==> config.mk <==
export PLATFORM = sky130hd
export DESIGN_NAME = bbc_ctrl
export DESIGN_NICKNAME = d
export VERILOG_FILES = /design/src/rtl/bbc_pkg.sv /design/src/rtl/bbc_ctrl.sv
export SDC_FILE = /design/constraint.sdc
export NUM_CORES = 1
export LEC_CHECK = 0
export ABC_CLOCK_PERIOD_IN_PS = 2900
export BUFFER_PORTS_ARGS = -buffer_cell sky130_fd_sc_hd__buf_4
export CORE_AREA = 2 2 56 58
export CTS_BUF_LIST = sky130_fd_sc_hd__clkbuf_16
export DETAILED_ROUTE_END_ITERATION = 7
export DIE_AREA = 0 0 58 60
export PLACE_DENSITY = 0.84
export SYNTH_ARGS = -nofsm -noshare
export SYNTH_HDL_FRONTEND = slang
export SYNTH_SLANG_ARGS = --single-unit
==> constraint.sdc <==
create_clock -name aclk -period 2.9 [get_ports aclk]
set_input_delay 0.725 -clock aclk [delete_from_list [all_inputs] [get_ports aclk]]
set_output_delay 0.725 -clock aclk [all_outputs]
set_load 0.05 [all_outputs]
==> src/rtl/bbc_pkg.sv <==
package bbc_pkg;

    localparam int ENTRIES_DEF         = 64;
    localparam int MAX_BLOCK_WORDS_DEF = 64;
    localparam int CACHE_LIMIT         = 51;

    localparam logic [1:0] OP_READ   = 2'd0;
    localparam logic [1:0] OP_ADD    = 2'd1;
    localparam logic [1:0] OP_DELETE = 2'd2;
    localparam logic [1:0] OP_UNUSED = 2'd3;

    localparam logic ST_OK   = 1'b0;
    localparam logic ST_MISS = 1'b1;

    // Commands from the controller to the datapath.
    typedef struct packed {
        logic search;    // register the tag search result for the current word
        logic remove_hit;   // remove the entry found by the search
        logic evict;     // remove the oldest entry
        logic allocate;  // allocate the lowest free slot as the newest entry
        logic fill;      // write a data word to fill_slot
        logic rd_start;  // start reading word 0 of the hit slot
        logic rd_next;   // advance the read pointer
    } bbc_cmd_t;

    // Status from the datapath to the controller.
    typedef struct packed {
        logic hit;
        logic full;
        logic fill_ok;
    } bbc_stat_t;

endpackage

==> src/rtl/bbc_ctrl.sv <==
module bbc_ctrl
    import bbc_pkg::*;
#(
    parameter int MAX_BLOCK_WORDS = MAX_BLOCK_WORDS_DEF
) (
    input  logic        aclk,
    input  logic        aresetn,
    input  logic        in_valid,
    output logic        in_ready,
    input  logic [1:0]  opcode,
    input  logic [5:0]  word_index,
    input  logic [6:0]  words,
    output bbc_cmd_t    cmd,
    input  bbc_stat_t   stat,
    output logic        out_load,
    output logic        out_status,
    output logic        out_last,
    output logic        out_from_store,
    input  logic        out_free
);

    localparam logic [2:0] S_IDLE   = 3'd0;
    localparam logic [2:0] S_EXEC   = 3'd1;
    localparam logic [2:0] S_EVICT  = 3'd2;
    localparam logic [2:0] S_ALLOC  = 3'd3;
    localparam logic [2:0] S_READ   = 3'd4;
    localparam logic [2:0] S_RWAIT  = 3'd5;
    localparam logic [2:0] S_RESP   = 3'd6;

    logic [2:0] state_reg, state_next;
    logic [1:0] op_reg;
    logic [5:0] wi_reg;
    logic [6:0] n_reg;
    logic [6:0] cnt_reg, cnt_next;
    logic       st_reg, st_next;
    logic [6:0] eff;

    assign eff = (words == 7'd0) ? 7'd1 :
                 (words > 7'(MAX_BLOCK_WORDS)) ? 7'(MAX_BLOCK_WORDS) : words;
    assign in_ready = (state_reg == S_IDLE);

    always_ff @(posedge aclk) begin
        if (!aresetn) begin
            state_reg <= S_IDLE;
            cnt_reg   <= '0;
            st_reg    <= 1'b0;
        end else begin
            state_reg <= state_next;
            cnt_reg   <= cnt_next;
            st_reg    <= st_next;
        end
        if (in_valid && in_ready) begin
            op_reg <= opcode;
            wi_reg <= word_index;
            n_reg  <= eff;
        end
    end

    always_comb begin
        state_next     = state_reg;
        cnt_next       = cnt_reg;
        st_next        = st_reg;
        cmd            = '0;
        out_load       = 1'b0;
        out_status     = st_reg;
        out_last       = 1'b1;
        out_from_store = 1'b0;
        case (state_reg)
            S_IDLE: begin
                if (in_valid && opcode != OP_UNUSED) begin
                    state_next = S_EXEC;
                end
            end
            S_EXEC: begin
                cmd.search = 1'b1;
                case (op_reg)
                    OP_READ: begin
                        state_next = S_READ;
                    end
                    OP_DELETE: begin
                        state_next = S_EVICT;
                    end
                    default: begin
                        if (wi_reg == '0) begin
                            cmd.evict  = stat.full;
                            cmd.search = !stat.full;
                            state_next = stat.full ? S_EXEC : S_ALLOC;
                            if (stat.full) begin
                                // Evict first, then search again with a count below full.
                                state_next = S_EVICT;
                            end
                            st_next = ST_OK;
                        end else if ({1'b0, wi_reg} >= n_reg) begin
                            st_next    = ST_OK;
                            state_next = S_RESP;
                        end else begin
                            cmd.search = 1'b0;
                            cmd.fill   = stat.fill_ok;
                            st_next    = stat.fill_ok ? ST_OK : ST_MISS;
                            state_next = S_RESP;
                        end
                    end
                endcase
            end
            S_EVICT: begin
                if (op_reg == OP_DELETE) begin
                    cmd.remove_hit = 1'b1;
                    st_next        = stat.hit ? ST_OK : ST_MISS;
                    state_next     = S_RESP;
                end else begin
                    cmd.search = 1'b1;
                    state_next = S_ALLOC;
                end
            end
            S_ALLOC: begin
                if (stat.hit) begin
                    cmd.remove_hit = 1'b1;
                end else begin
                    cmd.allocate = 1'b1;
                    state_next   = S_RESP;
                end
            end
            S_READ: begin
                if (!stat.hit) begin
                    st_next    = ST_MISS;
                    state_next = S_RESP;
                end else begin
                    cmd.rd_start = 1'b1;
                    cnt_next     = 7'd1;
                    state_next   = S_RWAIT;
                end
            end
            S_RWAIT: begin
                out_status     = ST_OK;
                out_from_store = 1'b1;
                out_last       = (cnt_reg == n_reg);
                if (out_free) begin
                    out_load = 1'b1;
                    if (cnt_reg == n_reg) begin
                        state_next = S_IDLE;
                    end else begin
                        cmd.rd_next = 1'b1;
                        cnt_next    = cnt_reg + 1'b1;
                    end
                end
            end
            S_RESP: begin
                if (out_free) begin
                    out_load   = 1'b1;
                    state_next = S_IDLE;
                end
            end
            default: begin
                state_next = S_IDLE;
            end
        endcase
    end

    a_one_remove: assert property (@(posedge aclk) disable iff (!aresetn)
        !(cmd.evict && cmd.allocate))
        else $error("evict and allocate together");
    a_read_cnt: assert property (@(posedge aclk) disable iff (!aresetn)
        state_reg == S_RWAIT |-> cnt_reg <= n_reg && cnt_reg != 7'd0)
        else $error("read counter out of range");
    a_ready_idle: assert property (@(posedge aclk) disable iff (!aresetn)
        out_load |=> state_reg == S_IDLE || state_reg == S_RWAIT)
        else $error("result loaded in wrong state");

endmodule

After elaboration in Yosys (flattened, before gate mapping)
Index checks and enable logic that the tools add are counted.
{"block": "totals", "out_inout_bits": 12, "regBits": 26}
{"block": "classes", "n_addsub": 1, "n_reduce_logical": 15, "n_mux": 49, "n_lt_le_gt_ge": 2, "eq_ne": 19}
{"op": "1-bit two-way mux", "n": 31}
{"op": "7-bit two-way mux", "n": 4}
{"op": "3-bit two-way mux", "n": 7}
{"op": "3-bit case mux with 7 select lines", "n": 1}
{"op": "2-bit inequality test (second input constant)", "n": 10}
{"op": "7-bit case mux with 2 select lines", "n": 1}
{"op": "3-bit equality test (second input constant)", "n": 3}
{"op": "4-bit AND reduction", "n": 2}
{"op": "7-bit by 1-bit adder with 7-bit output (second input constant)", "n": 1}
{"op": "7-bit equality test", "n": 1}
{"op": "6-bit by 7-bit >= comparator with 1-bit output", "n": 1}
{"op": "7-bit greater-than comparator (second input constant)", "n": 1}
{"op": "7-bit logical NOT", "n": 1}
{"op": "3-bit by 2-bit equality test with 1-bit output (second input constant)", "n": 2}
{"op": "6-bit logical NOT", "n": 1}
{"op": "3-bit case mux with 2 select lines", "n": 1}
{"op": "2-bit OR reduction", "n": 3}
{"op": "5-bit AND reduction", "n": 1}
{"op": "1-bit case mux with 2 select lines", "n": 2}
{"op": "3-bit by 1-bit equality test with 1-bit output (second input constant)", "n": 1}
{"op": "3-bit logical NOT", "n": 1}
{"op": "1-bit case mux with 3 select lines", "n": 1}
{"op": "3-bit nonzero test", "n": 1}
{"op": "2-bit equality test (second input constant)", "n": 1}
{"op": "other kinds (6)", "n": 7}

Longest topological paths before layout
Gate-level depths: netlist of the first run.
{"block": "logic_depth", "depth_word": 5, "depth_mapped": 7, "mapped_depth_nobuf": 7}

Least setup slack after synthesis of the first run
OpenSTA, ideal clock, no wires.
{"block": "synth_timing", "kind": "register -> output", "startpoint": "register n_reg[0]", "endpoint": "output port cmd[2] (netlist bit)", "path_stages_with_launch": 6, "n_path_buf": 0, "arrival_ns": 2.630, "t_required_ns": 2.175, "slack_ns": -0.455, "cell_sequence": "edfxtp_1 ha_1 nand2b_1 a211oi_1 nor3_1 nor4_1"}
{"item": "start: declaration", "line_no": "bbc_ctrl.sv:33", "text": "logic [6:0] n_reg;"}
{"item": "start signal: assignment", "line_no": "bbc_ctrl.sv:55", "text": "n_reg <= eff;"}
{"item": "end: declaration", "line_no": "bbc_ctrl.sv:13", "text": "output bbc_cmd_t cmd,"}

==> impl_metrics.tcl, run 1 <==
set metrics [dict create \
    dp.final_hpwl_um 2500 \
    r2r_slack_ps 840 \
    crit_chain "inv_1 -> ha_1 -> nand2b_1 -> a211oi_2 -> nor3_4 -> o31ai_2 -> a311oi_2 -> buf_6" \
    cts_buffers 3 \
    ir_worst_vdd_v 0.000743 \
    status "finished, final reports clean" \
    yosysMostFrequentCell "edfxtp_1" \
    hp-class "flop to flop" \
    path_delay_family "compound AO/OA/AOI/OAI gates" \
    timing.hold.ws_ps 526 \
    coreArea_sq_mm 0.00290 \
    cp_max_fo 3 \
    avgSynthCellArea_sq_um 9.46 \
    yosys_warnings 0 \
    final_area_sq_mm 0.00199 \
    vias_per_cell 5.70 \
    startpoint "wi_reg[0]" \
    grt_overflow_total 0 \
    final_nets 232 \
    drc_errors 0 \
    drt-initial-drc-count 43 \
    track_usage_pct 20.4 \
    synth_enable_flop_cells 15 \
    critical_path_buf_inv_count 2 \
    reg2reg_depth 6 \
    r2r-end "cnt_reg[3]" \
    synth_top_area_cell "edfxtp_1" \
    wl_per_cell_um 14.2 \
    maxSlewHeadroom_pct 56.1 \
    vias 1339 \
    synth_top_area_share_pct 28.2 \
    grt_pass1_vias 1280 \
    max_stage_delay_ps 380 \
    cp-end-kind "primary output" \
    synth_commonest_cells "15 x edfxtp_1, 12 x a21oi_1, 12 x nor2_1" \
    yosys_register_bits 26 \
    path_class "flop to primary output" \
    grt_max_degree 19 \
    utilization_pct 68.4 \
    ctsHoldBuffers 0 \
    yosysUniqueCellTypes 47 \
    path_clk_slew_ps 60 \
    critPathLaunchType "flop" \
    min_period_ps 2800 \
    ctsLongestPathBuffers 2 \
    seq_area_frac_synth_pct 41.9 \
    finClkSkew_ps 2.42 \
    fin_setup_tns_ps 0 \
    io_pins 34 \
    n_antenna_cell 0 \
    syn_area_sq_mm 0.00160 \
    antenna_left 0 \
    yosys-top-cells-area "edfxtp_1 28%, dfxtp_1 14%, ha_1 5.5%, xnor2_1 3.8%, a21oi_1 3.8%" \
    r2r_start "state_reg[0]" \
    die_w_um 58 \
    syn-instance-count 169 \
    antenna_found_initial 0 \
    max-cap-violations 0 \
    path_depth 8 \
    max_freq_ghz 0.357 \
    initial_core_util_pct 55.1 \
    slew_violations 0 \
    worst_slew_pin_slew_ps 658 \
    hold_viol 0 \
    cts-root-buf "clkbuf_16" \
    ys.flop_type "edfxtp_1" \
    fp.dieH_um 60 \
    dr.pass1.iters 4 \
    drt_wl_total_um 3340 \
    setup_viol 0 \
    power_density_mw_per_mm2 853 \
    worstHoldStart "cnt_reg[4]" \
    fin_crit_sh_pct 96.6 \
    clock_latency_ps 260 \
    cts_tree "yes" \
    cp_data_arrival_time_ps 2080 \
    cts_max_level 1 \
    place_congestion 0.823 \
    slowest_stage "edfxtp_1" \
    leakagePower_nw 0.764 \
    clkSinkCount 26 \
    area_delta_synth_final_pct 24.3 \
    grt_first_pass_wirelength_um 5300 \
    critPathRequiredTime_ps 2170 \
    drive_gt1_share_pct 29.2 \
    io_buffers 33 \
    async_flop_share_pct 0 \
    rows 20 \
    cp-endpoint "cmd[6]" \
    placedInstanceArea_sq_mm 0.00187 \
    synth_nets 198 \
    dieArea_sq_mm 0.00348 \
]
area by class of cell:
| cell class | instances | area (sq um) |
|---|---|---|
| clock buffer | 3 | 75.1 |
| clock inverter | 1 | 3.75 |
| fill | 234 | 916 |
| inverter | 11 | 41.3 |
| multi-input combinational | 126 | 888 |
| sequential | 26 | 671 |
| tap | 33 | 41.3 |
| timing repair buffer | 35 | 267 |
per-layer routing:
layer | share of wire, % | global-route usage, % | wire, um
met4 | 2.8 | 9.97 | 95
met5 | 0 | 0 | 0
met3 | 5.8 | 4.11 | 193
met1 | 40 | 22.4 | 1340
met2 | 51 | 37.3 | 1710
metrics by stage:
step	setup WS (ps)	total power, mW	cells
6_report	99.9	1.70	235
5_1_grt	-7.61	1.80	235
4_1_cts	29.1	1.67	234
3_5_place_dp	270	1.35	230
3_3_place_gp	350	1.33	230
2_1_floorplan	98.9	1.19	169
logic make-up (layout without fill, tap and decap cells):
family	Yosys count	after routing	share of synthesized area (%)
adders and majority gates	7	7	5.48
buffers and inverters	17	50	5.24
AOI/OAI and AO/OA	37	37	14.7
xor gates and xnor gates	8	8	4.38
muxes	1	1	0.626
and+or+nand+nor	73	73	27.6
DFF	26	26	41.9
how the worst min path moves through the flow:
| stage | endpoint | slack (ps) | cells past startpoint |
|---|---|---|---|
| after floorplan | cnt_reg[6] | 470 | 2 |
| after global placement | cnt_reg[6] | 480 | 2 |
| after detailed placement | cnt_reg[4] | 520 | 2 |
| after CTS | cnt_reg[4] | 530 | 2 |
| after global routing | cnt_reg[4] | 540 | 2 |
| final | cnt_reg[4] | 530 | 2 |
worst register-to-register path, stage by stage, from the launching register on:
cell	delay [ps]
dfxtp_1	740
mux2i_1	170
nor2_1	180
o31ai_2	130
buf_4	190
or3_2	450
a21oi_1	140
where the power goes:
part	leakage [nW]	internal (mW)	switching (mW)
logic	0.494	0.306	0.473
clock network	0.0385	0.185	0.120
registers	0.231	0.487	0.125
total	0.764	0.977	0.718
cell usage in the layout, fill, tap and decap left out, types with 7 or more instances in the layout:
cell      Yosys  layout
a21oi_1      12      12
buf_4         3      34
dfxtp_1      11      11
edfxtp_1     15      15
ha_1          7       7
inv_1        11      11
nand2_1      11      11
nor2_1       12      12
nor2b_1       8       8
o21ai_0      11      11
xnor2_1       7       7
repair_timing:
item,in CTS,in global routing
gates resized for setup,3,4
pin swaps,0,2
endpoints found under the setup margin,1,1
buffers inserted,0,1
Note: power is estimated with default switching activity, not from simulation.
==> run 2: changes to the inputs <==
BUFFER_PORTS_ARGS = not set   (was -buffer_cell sky130_fd_sc_hd__buf_4)
CORE_AREA = 8 8 62 64   (was 2 2 56 58)
DIE_AREA = 0 0 70 72   (was 0 0 58 60)
DONT_BUFFER_PORTS = 1   (was not set)
PLACE_DENSITY = 0.74   (was 0.84)
==> run 2 against run 1 <==
Clock-buffer cell count unchanged. Sequential power down 3%. Cell area down 9.9%. Cell count down 12%. Critical path type unchanged. Highest routed layer unchanged.
==> impl_metrics.tcl, run 2 (synthesis gave the netlist of run 1 again) <==
set metrics [dict create \
    grt_first_pass_wirelength_um 5670 \
    antenna_found_initial 0 \
    coreArea_sq_mm 0.00290 \
    cp_max_fo 3 \
    cp_data_arrival_time_ps 2130 \
    dr.pass1.iters 4 \
    finalPower_mw 1.72 \
    startpoint "n_reg[0]" \
    finClkSkew_ps 2.69 \
    final_nets 204 \
    layout_common_cells "15 x edfxtp_1, 12 x a21oi_1, 12 x nor2_1" \
    path_class "flop to primary output" \
    path_delay_family "compound AO/OA/AOI/OAI gates" \
    setup_viol 0 \
    slowest_stage "edfxtp_1" \
    min_period_ps 2860 \
    slew_violations 0 \
    r2r_start "state_reg[0]" \
    vias 1251 \
    max_freq_ghz 0.350 \
    cts-root-buf "clkbuf_16" \
    cts_tree "yes" \
    critPathRequiredTime_ps 2170 \
    ir_worst_vdd_v 0.000766 \
    grt_overflow_total 0 \
    fin_crit_sh_pct 98.5 \
    hold_viol 0 \
    track_usage_pct 13.3 \
    critical_path_buf_inv_count 1 \
    status "finished, final reports clean" \
    grt_pass1_vias 1243 \
    dieArea_sq_mm 0.00504 \
    grt_max_degree 16 \
    io_buffers 0 \
    power_density_mw_per_mm2 960 \
    drc_errors 0 \
    hp-class "flop to flop" \
    mostFrequentLayoutCell "edfxtp_1" \
    antenna_left 0 \
    drive_gt1_share_pct 17.2 \
    n_antenna_cell 0 \
    clkSinkCount 26 \
    die_w_um 70 \
    drt_wl_total_um 3350 \
    min_path_cells 2 \
    crit_chain "ha_1 -> nand2b_1 -> a211oi_2 -> nor3_4 -> o31ai_1 -> a311oi_2 -> buf_4" \
    vias_per_cell 6.04 \
    max-cap-violations 0 \
    cts_buffers 3 \
    cp-end-kind "primary output" \
    ctsLongestPathBuffers 2 \
    dp.final_hpwl_um 2610 \
    postLayoutSetupSlackWorst_ps 43.1 \
    path_clk_slew_ps 60 \
    clock_latency_ps 260 \
    initial_core_util_pct 55.1 \
    critPathLaunchType "flop" \
    worstHoldStart "cnt_reg[6]" \
    rows 20 \
    reg2reg_depth 3 \
    maxSlewHeadroom_pct 24.3 \
    fp.dieH_um 72 \
    wl_per_cell_um 16.2 \
    ctsHoldBuffers 0 \
    drt-initial-drc-count 84 \
    io_pins 34 \
    leakagePower_nw 0.637 \
    area_delta_synth_final_pct 11.9 \
    dp_slack_ps 308 \
    max_stage_delay_ps 410 \
    worst_slew_pin_slew_ps 1130 \
    place_congestion 0.923 \
    path_depth 7 \
    cts_max_level 1 \
]
## run 2: changes by cell type in the layout (fill, tap and decap cells not counted)
cell and change:
a211oi_1 +1, a211oi_2 -1, buf_4 -27, buf_6 -1, bufinv_16 +1, clkinv_1 -1, o21ai_0 -1, o21ai_1 +1
o31ai_1 +1, o31ai_2 -1
## run 2: what timing repair did
item | in CTS | in global routing
gates resized for setup | 0 | 4
endpoints found under the setup margin | 0 | 1
buffers inserted | 0 | 0
## run 2: metrics by stage
step                      area, sq um  std cells  util (%)  TNS (ps)  hold slack (ps)
after global routing             1790        207      61.6     -31.5              547
after global placement           1660        203      57.3         0              483
after floorplan                  1610        169         -         0              470
after CTS                        1770        207      60.9         0              516
after detailed placement         1660        203      57.3         0              507
final                            1790        207      61.6         0              512
## run 2: path summary, 6_finish.rpt
kind | to | slack (ps)
setup reg to reg | n_reg[1] | 830
hold / removal | cnt_reg[6] | 510
hold reg to reg | cnt_reg[6] | 510
setup / recovery | cmd[6] | 40
## run 2: routing by layer
metal | GRT usage (%) | vias up | part of all wire, %
met5 | 0 | - | 0
met4 | 4.02 | 0 | 1.1
met3 | 3.96 | 5 | 7.8
met2 | 22.7 | 45 | 48
met1 | 15.7 | 578 | 43
li1 | - | 623 | -
## run 2: final cells by class
cell class | instances | area, sq um
clock buffers | 3 | 75.1
clock inverters | 1 | 30.0
fillers | 246 | 1110
inverters | 11 | 41.3
multi-input cells | 126 | 878
flip-flops and latches | 26 | 671
well taps | 33 | 41.3
repair buffers | 7 | 52.6
## run 2: tightest hold or removal path, stage by stage (launching register included)
cell,delay (ps)
dfxtp_1,320
o21ai_0,80
a21oi_1,70
## run 2: where the power goes
group | total (mW) | internal (mW) | switching (mW)
Combinational | 0.728 | 0.249 | 0.479
Clock | 0.396 | 0.274 | 0.121
Sequential | 0.594 | 0.488 | 0.106
Total | 1.72 | 1.01 | 0.707
==> run 3: changes to the inputs <==
CORE_AREA = 8 8 69 71   (was 8 8 62 64)
DIE_AREA = 0 0 77 79   (was 0 0 70 72)
PLACE_DENSITY = 0.61   (was 0.74)
==> run 3 against run 2 <==
Combinational power about the same. Cell area increased by 1.9%. Total power decreased by 1.6%. Cell count increased by 8.7%. Clock power decreased by 7.6%. Sequential share of layout area decreased by 0.69 points. Wire length decreased by 2.8%. First-iteration DRC count decreased by 12%. Sequential power increased by 0.8%. Fmax increased by 1.3%. Critical path type unchanged. Highest routed layer unchanged.
==> impl_metrics.tcl, run 3 (synthesis gave the netlist of run 1 again) <==
set metrics [dict create \
    clock_latency_ps 260 \
    fin_crit_sh_pct 97.3 \
    initial_core_util_pct 42.1 \
    power_density_mw_per_mm2 928 \
    rsz0062_at_grt "false" \
    leakagePower_nw 0.643 \
    path_clk_slew_ps 70 \
    grt_overflow_total 0 \
    fin_setup_tns_ps 0 \
    utilization_pct 48.0 \
    slew_violations 0 \
    worst_slew_pin_slew_ps 1150 \
    critPathLaunchType "flop" \
    hp-class "flop to flop" \
    dieArea_sq_mm 0.00608 \
    die_w_um 77 \
    cp_data_arrival_time_ps 2100 \
    r2r_start "state_reg[0]" \
    hold_viol 0 \
    finClkSkew_ps 4.15 \
    grt_pass1_vias 1231 \
    drive_gt1_share_pct 18.9 \
    ir_worst_vdd_v 0.000397 \
    cp-end-kind "primary output" \
    layout_common_cells "15 x edfxtp_1, 12 x a21oi_1, 12 x nor2_1" \
    cp-endpoint "cmd[6]" \
    io_buffers 0 \
    status "finished, final reports clean" \
    n_antenna_cell 0 \
    cts_buffers 3 \
    final_nets 205 \
    vias_per_cell 5.47 \
    cp_max_fo 7 \
    area_delta_synth_final_pct 14.0 \
    reg2reg_depth 3 \
    r2r_slack_ps 770 \
    drt-initial-drc-count 74 \
    critPathRequiredTime_ps 2170 \
    ctsLongestPathBuffers 2 \
    dp.final_hpwl_um 2640 \
    cts_max_level 1 \
    drt_wl_total_um 3260 \
    seq_area_sq_um 671 \
    mostFrequentLayoutCell "edfxtp_1" \
    cts_tree "yes" \
    cts-root-buf "clkbuf_16" \
    place_congestion 0.839 \
    antenna_found_initial 0 \
    fp.dieH_um 79 \
    wl_per_cell_um 14.5 \
    startpoint "wi_reg[1]" \
    rows 23 \
    min_period_ps 2820 \
    io_pins 34 \
    multiInputGateArea_sq_um 888 \
    maxSlewHeadroom_pct 23.1 \
    antenna_left 0 \
    dp_slack_ps 283 \
    vias 1231 \
    postLayoutSetupSlackWorst_ps 78.5 \
    track_usage_pct 10.9 \
    dr.pass1.iters 4 \
    grt_first_pass_wirelength_um 5490 \
    drc_errors 0 \
    max_freq_ghz 0.354 \
    path_class "flop to primary output" \
    nFillCells 374 \
    min_path_cells 2 \
    max-cap-violations 0 \
    setup_viol 0 \
    grt_max_degree 16 \
    clkSinkCount 26 \
    r2r-end "wi_reg[3]" \
    coreArea_sq_mm 0.00380 \
    ctsHoldBuffers 0 \
]
## run 3: cell count changes in the layout (fill, tap and decap cells not counted)
cell	previous run	this run
o31ai_1	1	0
bufinv_16	1	0
nor3_1	5	4
clkbuf_16	3	4
o31ai_2	1	2
nor3_2	1	2
buf_4	7	8
## run 3: worst max-delay path, cell delays in order (launching register included)
cell and delay (ps):
edfxtp_1 400, or4_4 540, nor3_4 270, o31ai_2 100, a311oi_2 280, buf_4 240
## run 3: through the flow
| step | power, mW | instance area (sq um) | cells | hold WS (ps) |
|---|---|---|---|---|
| finish | 1.69 | 1820 | 225 | 507 |
| floorplan | 1.19 | 1610 | 169 | 470 |
| global placement | 1.30 | 1700 | 221 | 485 |
| detailed placement | 1.31 | 1700 | 221 | 498 |
| global route | 1.79 | 1820 | 225 | 547 |
| CTS | 1.68 | 1800 | 225 | 510 |
## run 3: how the worst min path moves through the flow
stage          startpoint          to  slack [ps]
3_5_place_dp   cnt_reg[6]  cnt_reg[6]         500
3_3_place_gp   cnt_reg[6]  cnt_reg[6]         480
4_1_cts        cnt_reg[6]  cnt_reg[6]         510
2_1_floorplan  cnt_reg[6]  cnt_reg[6]         470
6_report       cnt_reg[6]  cnt_reg[6]         510
5_1_grt          words[6]    n_reg[6]         550
## run 3: final cells by class
| type | count | share of cell area, % |
|---|---|---|
| Inverter | 11 | 2.26 |
| Multi-Input combinational cell | 126 | 48.7 |
| Sequential cell | 26 | 36.8 |
| Timing Repair Buffer | 8 | 3.29 |
| Clock buffer | 4 | 5.49 |
| Tap cell | 50 | 3.43 |
## run 3: where the power goes
part | switching [mW] | internal, mW
sequential | 0.112 | 0.487
clock | 0.126 | 0.240
combinational | 0.470 | 0.256
total | 0.708 | 0.983
## run 3: per-layer routing
| layer | part of all wire [%] | GRT usage [%] | vias to the layer above |
|---|---|---|---|
| li1 | - | - | 624 |
| met1 | 46 | 13.2 | 566 |
| met2 | 44 | 17.0 | 36 |
| met3 | 8.0 | 3.50 | 5 |
| met4 | 1.7 | 5.66 | 0 |
| met5 | 0 | 0 | - |
## run 3: timing repair
item / CTS / global route
gates resized for setup: 1 / 4
endpoints found under the setup margin: 1 / 1
cloned: 0 / 0
endpoints found under the hold margin: 0 / 0
buffers inserted: 0 / 0
